$ cat config.mk
export PLATFORM = sky130hd
export DESIGN_NAME = vfc_ctrl
export DESIGN_NICKNAME = d
export VERILOG_FILES = /design/src/rtl/core/vfc_pkg.sv /design/src/rtl/core/vfc_ctrl.sv
export SDC_FILE = /design/constraint.sdc
export NUM_CORES = 1
export LEC_CHECK = 0
export BUFFER_PORTS_ARGS = -buffer_cell sky130_fd_sc_hd__clkbuf_2
export CAP_MARGIN = 10
export CELL_PAD_IN_SITES_DETAIL_PLACEMENT = 1
export CELL_PAD_IN_SITES_GLOBAL_PLACEMENT = 2
export CORE_MARGIN = 2
export CORE_UTILIZATION = 18
export DETAILED_ROUTE_END_ITERATION = 12
export GPL_TIMING_DRIVEN = 0
export PLACE_DENSITY = 0.66
export SETUP_SLACK_MARGIN = 0.3
export SLEW_MARGIN = 20
export SYNTH_ARGS = -nofsm -noshare
export SYNTH_HDL_FRONTEND = slang
export SYNTH_SLANG_ARGS = --single-unit
$ cat constraint.sdc
create_clock -name aclk -period 1.2 [get_ports aclk]
set_input_delay 0.06 -clock aclk [delete_from_list [all_inputs] [get_ports aclk]]
set_output_delay 0.06 -clock aclk [all_outputs]
set_load 0.1 [all_outputs]
$ cat src/rtl/core/vfc_pkg.sv
`timescale 1ns / 1ps
// ----------------------------------------------------------------------------
// vfc_pkg
// shared constants, codes and controller/datapath interface types for the
// voxel face culler
// ----------------------------------------------------------------------------
package vfc_pkg;

    // chunk geometry
    localparam int SIZE_X = 16;
    localparam int SIZE_Y = 256;
    localparam int SIZE_Z = 16;

    // the map is kept as rows of SIZE_Z flags, one row per (x, y)
    localparam int ROW_DEPTH = SIZE_X * SIZE_Y;
    localparam int ROW_W     = $clog2(ROW_DEPTH);
    localparam int Z_W       = $clog2(SIZE_Z);

    // field widths
    localparam int MODE_W  = 2;
    localparam int PX_W    = 4;
    localparam int PY_W    = 8;
    localparam int PZ_W    = 4;
    localparam int VAL_W   = 32;
    localparam int SIDE_W  = 3;
    localparam int COUNT_W = 19;
    localparam int BASE_W  = 21;

    localparam int S_DATA_W = 48;
    localparam int M_DATA_W = 40;

    // mode codes
    localparam logic [MODE_W-1:0] MODE_STORE   = 2'd0;
    localparam logic [MODE_W-1:0] MODE_EXAMINE = 2'd1;
    localparam logic [MODE_W-1:0] MODE_CLEAR   = 2'd2;

    // side codes
    localparam logic [SIDE_W-1:0] SIDE_ZM = 3'd0;
    localparam logic [SIDE_W-1:0] SIDE_ZP = 3'd1;
    localparam logic [SIDE_W-1:0] SIDE_YM = 3'd2;
    localparam logic [SIDE_W-1:0] SIDE_YP = 3'd3;
    localparam logic [SIDE_W-1:0] SIDE_XM = 3'd4;
    localparam logic [SIDE_W-1:0] SIDE_XP = 3'd5;
    localparam int NUM_SIDES = 6;

    // which map row a read fetches
    typedef enum logic [2:0] {
        RD_CENTER,
        RD_YM,
        RD_YP,
        RD_XM,
        RD_XP
    } rd_sel_t;

    typedef struct packed {
        logic    load_item;
        logic    cnt_clear;
        logic    rd_en;
        rd_sel_t rd_sel;
        logic    st_write;
        logic    clr_step;
        logic    emit_load;
    } dp_cmd_t;

    typedef struct packed {
        logic [MODE_W-1:0] in_mode;
        logic              in_range;
        logic              clr_last;
        logic              face_any;
        logic              face_last;
        logic              out_free;
    } dp_sts_t;

endpackage

$ cat src/rtl/core/vfc_ctrl.sv
`timescale 1ns / 1ps
// ----------------------------------------------------------------------------
// vfc_ctrl
// sequencer for map clearing, store, neighbor reads and face emission
// ----------------------------------------------------------------------------
module vfc_ctrl (
    input  logic             aclk,
    input  logic             aresetn,
    input  logic             s_tvalid,
    output logic             s_tready,
    output vfc_pkg::dp_cmd_t cmd,
    input  vfc_pkg::dp_sts_t sts
);

    typedef enum logic [3:0] {
        S_CLEAR,
        S_IDLE,
        S_ST_RD,
        S_ST_WR,
        S_RD_C,
        S_RD_YM,
        S_RD_YP,
        S_RD_XM,
        S_RD_XP,
        S_RD_WAIT,
        S_EMIT
    } state_t;

    state_t state_reg, state_next;
    logic   accept;

    assign s_tready = (state_reg == S_IDLE);
    assign accept   = s_tvalid && s_tready;

    always_comb begin
        state_next    = state_reg;
        cmd           = '0;
        cmd.rd_sel    = vfc_pkg::RD_CENTER;
        case (state_reg)
            S_CLEAR: begin
                cmd.clr_step = 1'b1;
                if (sts.clr_last) begin
                    state_next = S_IDLE;
                end
            end
            S_IDLE: begin
                if (accept) begin
                    cmd.load_item = 1'b1;
                    cmd.cnt_clear = (sts.in_mode == vfc_pkg::MODE_CLEAR);
                    if (sts.in_range && sts.in_mode == vfc_pkg::MODE_STORE) begin
                        state_next = S_ST_RD;
                    end else if (sts.in_range && sts.in_mode == vfc_pkg::MODE_EXAMINE) begin
                        state_next = S_RD_C;
                    end
                end
            end
            S_ST_RD: begin
                cmd.rd_en  = 1'b1;
                state_next = S_ST_WR;
            end
            S_ST_WR: begin
                cmd.st_write = 1'b1;
                state_next   = S_IDLE;
            end
            S_RD_C: begin
                cmd.rd_en  = 1'b1;
                state_next = S_RD_YM;
            end
            S_RD_YM: begin
                cmd.rd_en  = 1'b1;
                cmd.rd_sel = vfc_pkg::RD_YM;
                state_next = S_RD_YP;
            end
            S_RD_YP: begin
                cmd.rd_en  = 1'b1;
                cmd.rd_sel = vfc_pkg::RD_YP;
                state_next = S_RD_XM;
            end
            S_RD_XM: begin
                cmd.rd_en  = 1'b1;
                cmd.rd_sel = vfc_pkg::RD_XM;
                state_next = S_RD_XP;
            end
            S_RD_XP: begin
                cmd.rd_en  = 1'b1;
                cmd.rd_sel = vfc_pkg::RD_XP;
                state_next = S_RD_WAIT;
            end
            S_RD_WAIT: begin
                state_next = S_EMIT;
            end
            S_EMIT: begin
                if (!sts.face_any) begin
                    state_next = S_IDLE;
                end else if (sts.out_free) begin
                    cmd.emit_load = 1'b1;
                    if (sts.face_last) begin
                        state_next = S_IDLE;
                    end
                end
            end
            default: begin
                state_next = S_IDLE;
            end
        endcase
    end

    always_ff @(posedge aclk) begin
        if (!aresetn) begin
            state_reg <= S_CLEAR;
        end else begin
            state_reg <= state_next;
        end
    end

endmodule

==> qor.csv, run 1 <==
metric;value;unit
status;finished with violations;
violations in the final reports;setup timing;
wire length reported by the detailed router;1833;µm
Max transition margin;80.92;%
required time of the critical path;1.14;ns
total number of H-tree levels;1;
wire length of the first global-routing pass;2829;µm
number of antenna violations at the first check in global routing;0;
Syn-to-layout area delta;195.9;%
summed negative setup slack over all endpoints;-3.449;ns
proportion of total power due to net switching;35.49;%
IO Pins;20;
TritonCTS clock tree;yes;
max-capacitance violation count;0;
clock network latency to the later pin of the worst-skew pair;0.25;ns
mean post-synth cell area;6.734;µm²
Pint;343.0;µW
Initial Utilization;19.07;%
fraction of final layout cells with drive strength greater than 1;74.75;%
maximum number of buffers from clock root to sink;2;
pre-CTS worst setup slack;-0.4765;ns
transition at the pin with the smallest max-transition slack;0.2832;ns
number of standard cells after synthesis;55;
largest net degree at the start of global routing;8;
final cycle utilization of the critical path;128.4;%
port buffer count;19;
routed vias;585;
global-route usage over all layers;15.04;%
post-cts hold buffer count;0;
via density per instance;4.643;
setup repair after global routing missed its margin;true;
largest fanout on the critical path;3;
Yosys warning total;0;
die span in x;49.36;µm
net switching power figure;188.7;µW
number of flip-flops in the largest register;4;
register clock-pin slew on the reported worst setup and hold paths;0.03;ns
critical path cell sequence;buf_8, nor3_4, and3_4, and3b_4, clkbuf_16;
startpoint of the most critical register-to-register path;state_reg[1]$_SDFFE_PN0P_;
Async SR Flop Fraction;0;%
most utilized layer in the global route result;met2;
combinational share of power;40.6;%
root buffer cell;sky130_fd_sc_hd__clkbuf_4;
fin worst setup slack;-0.3410;ns
count of buffer and inverter cells on the critical path;2;
clock sink total;4;
routed length per instance;14.55;µm
worst vdd rail ir drop;0.2901;mV
part of the Yosys area used for sequential elements;21.62;%
proportion of power drawn by flip-flops and latches;25.6;%
number of optimization iterations in the first detailed-route pass;2;
Crit. End Element;output pin;
Leakage Power;0.4564;nW
Inserted Clock Buffers;3;
class of the worst hold path;in -> reg;
hpwl dp;996;µm
critical path class;reg -> out;
core region area;0.001942;mm²
peak clock frequency supported by timing;648.9;MHz
global-route met2 utilization;24.55;%
beginning of the worst hold path;aresetn;
violation count after the first detailed-routing iteration;6;
full die area;0.002436;mm²
Antenna Violating Nets Remaining;0;
vias in the first global route;616;
startpoint type of the worst setup path;flip-flop;
standard cell with the maximum stage delay on the critical path;sky130_fd_sc_hd__dfxtp_4;
number of flops mapped to enable cells by yosys;0;
Crit path largest cell delay;0.34;ns
detailed-route DRC error count;0;
final critical delay including setup and external delays;1.541;ns
Worst Clk Skew;0.007451;ns
synthesized flop and latch total;4;
met3 Resource Use GR;4.601;%
Synth Flop Type;sky130_fd_sc_hd__dfxtp_1;
combined area of all synthesized cells;370.4;µm²
Worst EP arrival;1.48;ns
fraction of met1 tracks used by global routing;18.85;%
total nets after synthesis;65;
number of failing hold endpoints at the final stage;0;
height of the die;49.36;µm
setup violators final;14;
row count;16;
Critical Path Source;state_reg[2]$_SDFFE_PN0P_;
power density of the placed cells;485.1;mW/mm²
number of slew-limit violations in the final report;0;
RePlAce Congestion;0.7065;
Top delay family on crit path;simple AND/OR/NAND/NOR gates;
n_diodes;0;
# nets final;111;
overflow left after global routing;0;
number of unique standard cell types used by synthesis;25;
Clk network pwr share;33.8;%
path summary, 6_finish.rpt:
path / slack [ns] / cells after the start / endpoint
hold reg to reg: 0.63 / 3 / state_reg[2]$_SDFFE_PN0P_
setup / recovery: -0.34 / 5 / cmd[7]
hold / removal: 0.08 / 2 / state_reg[3]$_SDFFE_PN0P_
setup reg to reg: -0.28 / 8 / state_reg[1]$_SDFFE_PN0P_
cell usage in the layout, fill, tap and decap left out, types with 3 or more instances in the layout:
cell / instances
sky130_fd_sc_hd__clkbuf_4: 3
sky130_fd_sc_hd__buf_4: 15
sky130_fd_sc_hd__nand3_1: 3
sky130_fd_sc_hd__clkbuf_2: 9
sky130_fd_sc_hd__buf_6: 7
sky130_fd_sc_hd__dfxtp_2: 3
sky130_fd_sc_hd__clkbuf_16: 9
sky130_fd_sc_hd__nor2_4: 5
sky130_fd_sc_hd__buf_12: 3
timing repair:
action | CTS | global route
resized for setup | 44 | 10
buffers inserted | 14 | 8
setup endpoints to repair | 14 | 14
pin swaps | 7 | 7
synthesized netlist by cell type (2+ instances only):
| cell | instances | area (µm²) |
|---|---|---|
| sky130_fd_sc_hd__dfxtp_1 | 4 | 80.08 |
| sky130_fd_sc_hd__nand2_1 | 5 | 18.77 |
| sky130_fd_sc_hd__nor3_1 | 4 | 20.02 |
| sky130_fd_sc_hd__a2bb2oi_1 | 2 | 17.52 |
| sky130_fd_sc_hd__and2_1 | 2 | 12.51 |
| sky130_fd_sc_hd__nor2_1 | 7 | 26.28 |
| sky130_fd_sc_hd__and3b_1 | 2 | 17.52 |
| sky130_fd_sc_hd__a21oi_1 | 3 | 15.01 |
| sky130_fd_sc_hd__o211ai_1 | 2 | 15.01 |
| sky130_fd_sc_hd__inv_1 | 4 | 15.01 |
| sky130_fd_sc_hd__buf_2 | 3 | 15.01 |
| sky130_fd_sc_hd__o21ai_0 | 2 | 10.01 |
| sky130_fd_sc_hd__nand3_1 | 3 | 15.01 |
logic make-up (layout without fill, tap and decap cells):
logic type,Yosys count,count (layout),share of synthesized area (%)
simple gates,29,29,41.56
flops,4,4,21.62
compound gates,14,14,25.68
buf+inv,8,52,11.15
layout make-up:
cell class              count  area, µm²
fillers                   223      845.8
multi-input cells          43      377.9
repair buffers             41      503.0
plain buffers               4      48.80
inverters                   4      22.52
flip-flops and latches      4      87.58
well taps                  27      33.78
clock buffers               3      22.52
routing by layer:
layer  wire length (µm)  part of all wire, %
met5                  0                    0
met4                 52                  2.8
met3                 78                  4.3
met2                935                   51
met1                766                   42
metrics by stage:
step / cell area, µm² / total power, mW / utilization, % / std cells / hold slack (ns)
2_1_floorplan: 457.9 / 0.2563 / - / 55 / 0.1817
3_3_place_gp: 586.8 / 0.2903 / 30.22 / 101 / 0.3259
3_5_place_dp: 586.8 / 0.2911 / 30.22 / 101 / 0.3177
4_1_cts: 993.5 / 0.5024 / 51.16 / 118 / 0.08233
5_1_grt: 1096 / 0.5582 / 56.44 / 126 / 0.09574
6_report: 1096 / 0.5317 / 56.44 / 126 / 0.07609
worst register-to-register path, stage by stage (launching register included):
cell and delay [ns]:
sky130_fd_sc_hd__dfxtp_2 0.31, sky130_fd_sc_hd__buf_6 0.13, sky130_fd_sc_hd__buf_12 0.12, sky130_fd_sc_hd__clkinvlp_4 0.08, sky130_fd_sc_hd__buf_4 0.11, sky130_fd_sc_hd__buf_6 0.12
sky130_fd_sc_hd__nand3_1 0.08, sky130_fd_sc_hd__a2bb2oi_1 0.15, sky130_fd_sc_hd__o31ai_1 0.28
power by group through the flow:
stage | logic (mW) | clock network, mW | registers, mW
4_1_cts | 0.200 | 0.166 | 0.136
5_1_grt | 0.227 | 0.195 | 0.136
2_1_floorplan | 0.116 | 0 | 0.140
3_3_place_gp | 0.150 | 0 | 0.140
3_5_place_dp | 0.151 | 0 | 0.140
6_report | 0.216 | 0.180 | 0.136
Power figures use the tool's default switching activity.
==> inputs of run 2 (changes only) <==
==> constraint.sdc (replaced) <==
create_clock -name aclk -period 1.2 [get_ports aclk]
set_input_delay 0.06 -clock aclk [delete_from_list [all_inputs] [get_ports aclk]]
set_output_delay 0.06 -clock aclk [all_outputs]
set_load 0.02 [all_outputs]
==> run 2 against run 1 <==
  * Hold slack worse by 0.00073 ns
  * Worst setup slack better by 0.11 ns
  * Highest routed layer unchanged
  * The run still ends with setup timing left
  * Routed wire length down 13%
  * Clock power down 7%
  * Critical endpoint unchanged
  * Sequential power barely moved
  * Clock-buffer cell count unchanged
  * Largest power group is now the clock network
  * Global-route usage shrank 2.0 points
==> qor.csv, run 2 (synthesized netlist as in run 1, its figures left out) <==
metric;value;unit
core region area;0.001942;mm²
via density per instance;4.612;
setup repair after global routing missed its margin;true;
total number of H-tree levels;1;
TritonCTS clock tree;yes;
root buffer cell;sky130_fd_sc_hd__clkbuf_4;
met1 routed wirelength after detailed routing;671;µm
IO Pins;20;
Leakage Power;0.4031;nW
number of slew-limit violations in the final report;0;
leading cell types in the layout, fill and taps excluded;sky130_fd_sc_hd__buf_4 (13), sky130_fd_sc_hd__buf_8 (9), sky130_fd_sc_hd__clkbuf_2 (9), sky130_fd_sc_hd__buf_6 (7), sky130_fd_sc_hd__nor2_4 (5);
vias in the first global route;549;
hpwl dp;953.6;µm
die span in x;49.36;µm
Filler cells;243;
final cycle utilization of the critical path;118.9;%
maximum number of buffers from clock root to sink;2;
status;finished with violations;
# nets final;106;
routed vias;558;
Met2 Routed Length;825;µm
final critical delay including setup and external delays;1.426;ns
port buffer count;19;
global-route usage over all layers;12.99;%
number of instances in the placed design;101;
number of optimization iterations in the first detailed-route pass;3;
largest fanout on the critical path;2;
violations in the final reports;setup timing;
count of placed standard cells in the final layout, fillers left out;121;
height of the die;49.36;µm
full die area;0.002436;mm²
power density of the placed cells;480.1;mW/mm²
post-cts hold buffer count;0;
violation count after the first detailed-routing iteration;6;
Syn-to-layout area delta;145.9;%
Worst Clk Skew;0.006600;ns
critical path class;reg -> out;
detailed-route DRC error count;0;
register clock-pin slew on the reported worst setup and hold paths;0.03;ns
row count;16;
clock sink total;4;
wire length reported by the detailed router;1599;µm
number of flip-flops in the largest register;4;
Initial Utilization;19.07;%
number of antenna violations at the first check in global routing;0;
fin worst setup slack;-0.2264;ns
startpoint type of the worst setup path;flip-flop;
fraction of final layout cells with drive strength greater than 1;71.28;%
Antenna Violating Nets Remaining;0;
number of failing hold endpoints at the final stage;0;
largest net degree at the start of global routing;8;
total met3 wirelength after detailed routing;61;µm
overflow left after global routing;0;
leading cell type in the layout, fill and taps excluded;sky130_fd_sc_hd__buf_4;
peak clock frequency supported by timing;701.1;MHz
Worst EP arrival;1.37;ns
Crit. End Element;output pin;
wire length of the first global-routing pass;2380;µm
worst vdd rail ir drop;0.2403;mV
routed length per instance;13.21;µm
required time of the critical path;1.14;ns
highest signal layer in the routed design;met4;
RePlAce Congestion;0.7039;
class of the worst hold path;in -> reg;
setup violators final;11;
Final Util;46.91;%
transition at the pin with the smallest max-transition slack;0.3224;ns
n_diodes;0;
clock network latency to the later pin of the worst-skew pair;0.24;ns
Max transition margin;78.46;%
Inserted Clock Buffers;3;
max-capacitance violation count;0;
==> run 2: worst max-delay path, cell delays in order, from the launching register on <==
cell and delay, ns:
sky130_fd_sc_hd__dfxtp_2 0.32, sky130_fd_sc_hd__buf_8 0.12, sky130_fd_sc_hd__nor3_4 0.16, sky130_fd_sc_hd__and3_4 0.21, sky130_fd_sc_hd__and3b_2 0.20, sky130_fd_sc_hd__buf_8 0.11
==> run 2: report_power, final <==
part	internal, mW	total (mW)	switching (mW)
registers	0.135	0.136	0.00138
clock network	0.112	0.168	0.0561
logic	0.0707	0.133	0.0622
total	0.318	0.437	0.120
==> run 2: worst paths after layout <==
check	startpoint	endpoint	slack (ns)	cells past startpoint
max	state_reg[3]$_SDFFE_PN0P_	cmd[7]	-0.23	5
min reg2reg	state_reg[3]$_SDFFE_PN0P_	state_reg[2]$_SDFFE_PN0P_	0.60	3
min	aresetn	state_reg[3]$_SDFFE_PN0P_	0.08	2
max reg2reg	state_reg[3]$_SDFFE_PN0P_	state_reg[1]$_SDFFE_PN0P_	-0.13	4
==> run 2: metal layers <==
layer,vias up,GRT usage (%)
met5,-,0
met4,0,7.143
met3,4,3.067
met2,17,21.62
met1,262,15.16
li1,275,-
==> run 2: final cells by class <==
| class | instances | area (µm²) | share of cell area [%] |
|---|---|---|---|
| multi-input combinational | 43 | 360.3 | 39.56 |
| timing repair buffer | 36 | 331.6 | 36.40 |
| sequential | 4 | 86.33 | 9.478 |
| buffer | 4 | 52.55 | 5.769 |
| tap | 27 | 33.78 | 3.709 |
| inverter | 4 | 23.77 | 2.610 |
| clock buffer | 3 | 22.52 | 2.473 |
==> run 2: per-stage QoR <==
stage	setup slack, ns	setup TNS, ns	power, mW	hold WS [ns]	area [µm²]
final	-0.2264	-1.501	0.4373	0.07536	910.9
after global routing	-0.2726	-2.230	0.4637	0.09993	910.9
after CTS	-0.2256	-1.572	0.4314	0.06971	824.5
after detailed placement	-0.1725	-0.4657	0.2378	0.3149	576.8
after global placement	-0.1640	-0.4543	0.2374	0.3049	576.8
after floorplan	-0.06125	-0.2086	0.2038	0.1816	447.9
==> run 2: repair_timing <==
action,4_1_cts,5_1_grt
buffers inserted,12,5
pin swaps,6,3
gates resized for setup,35,21
setup endpoints to repair,14,14
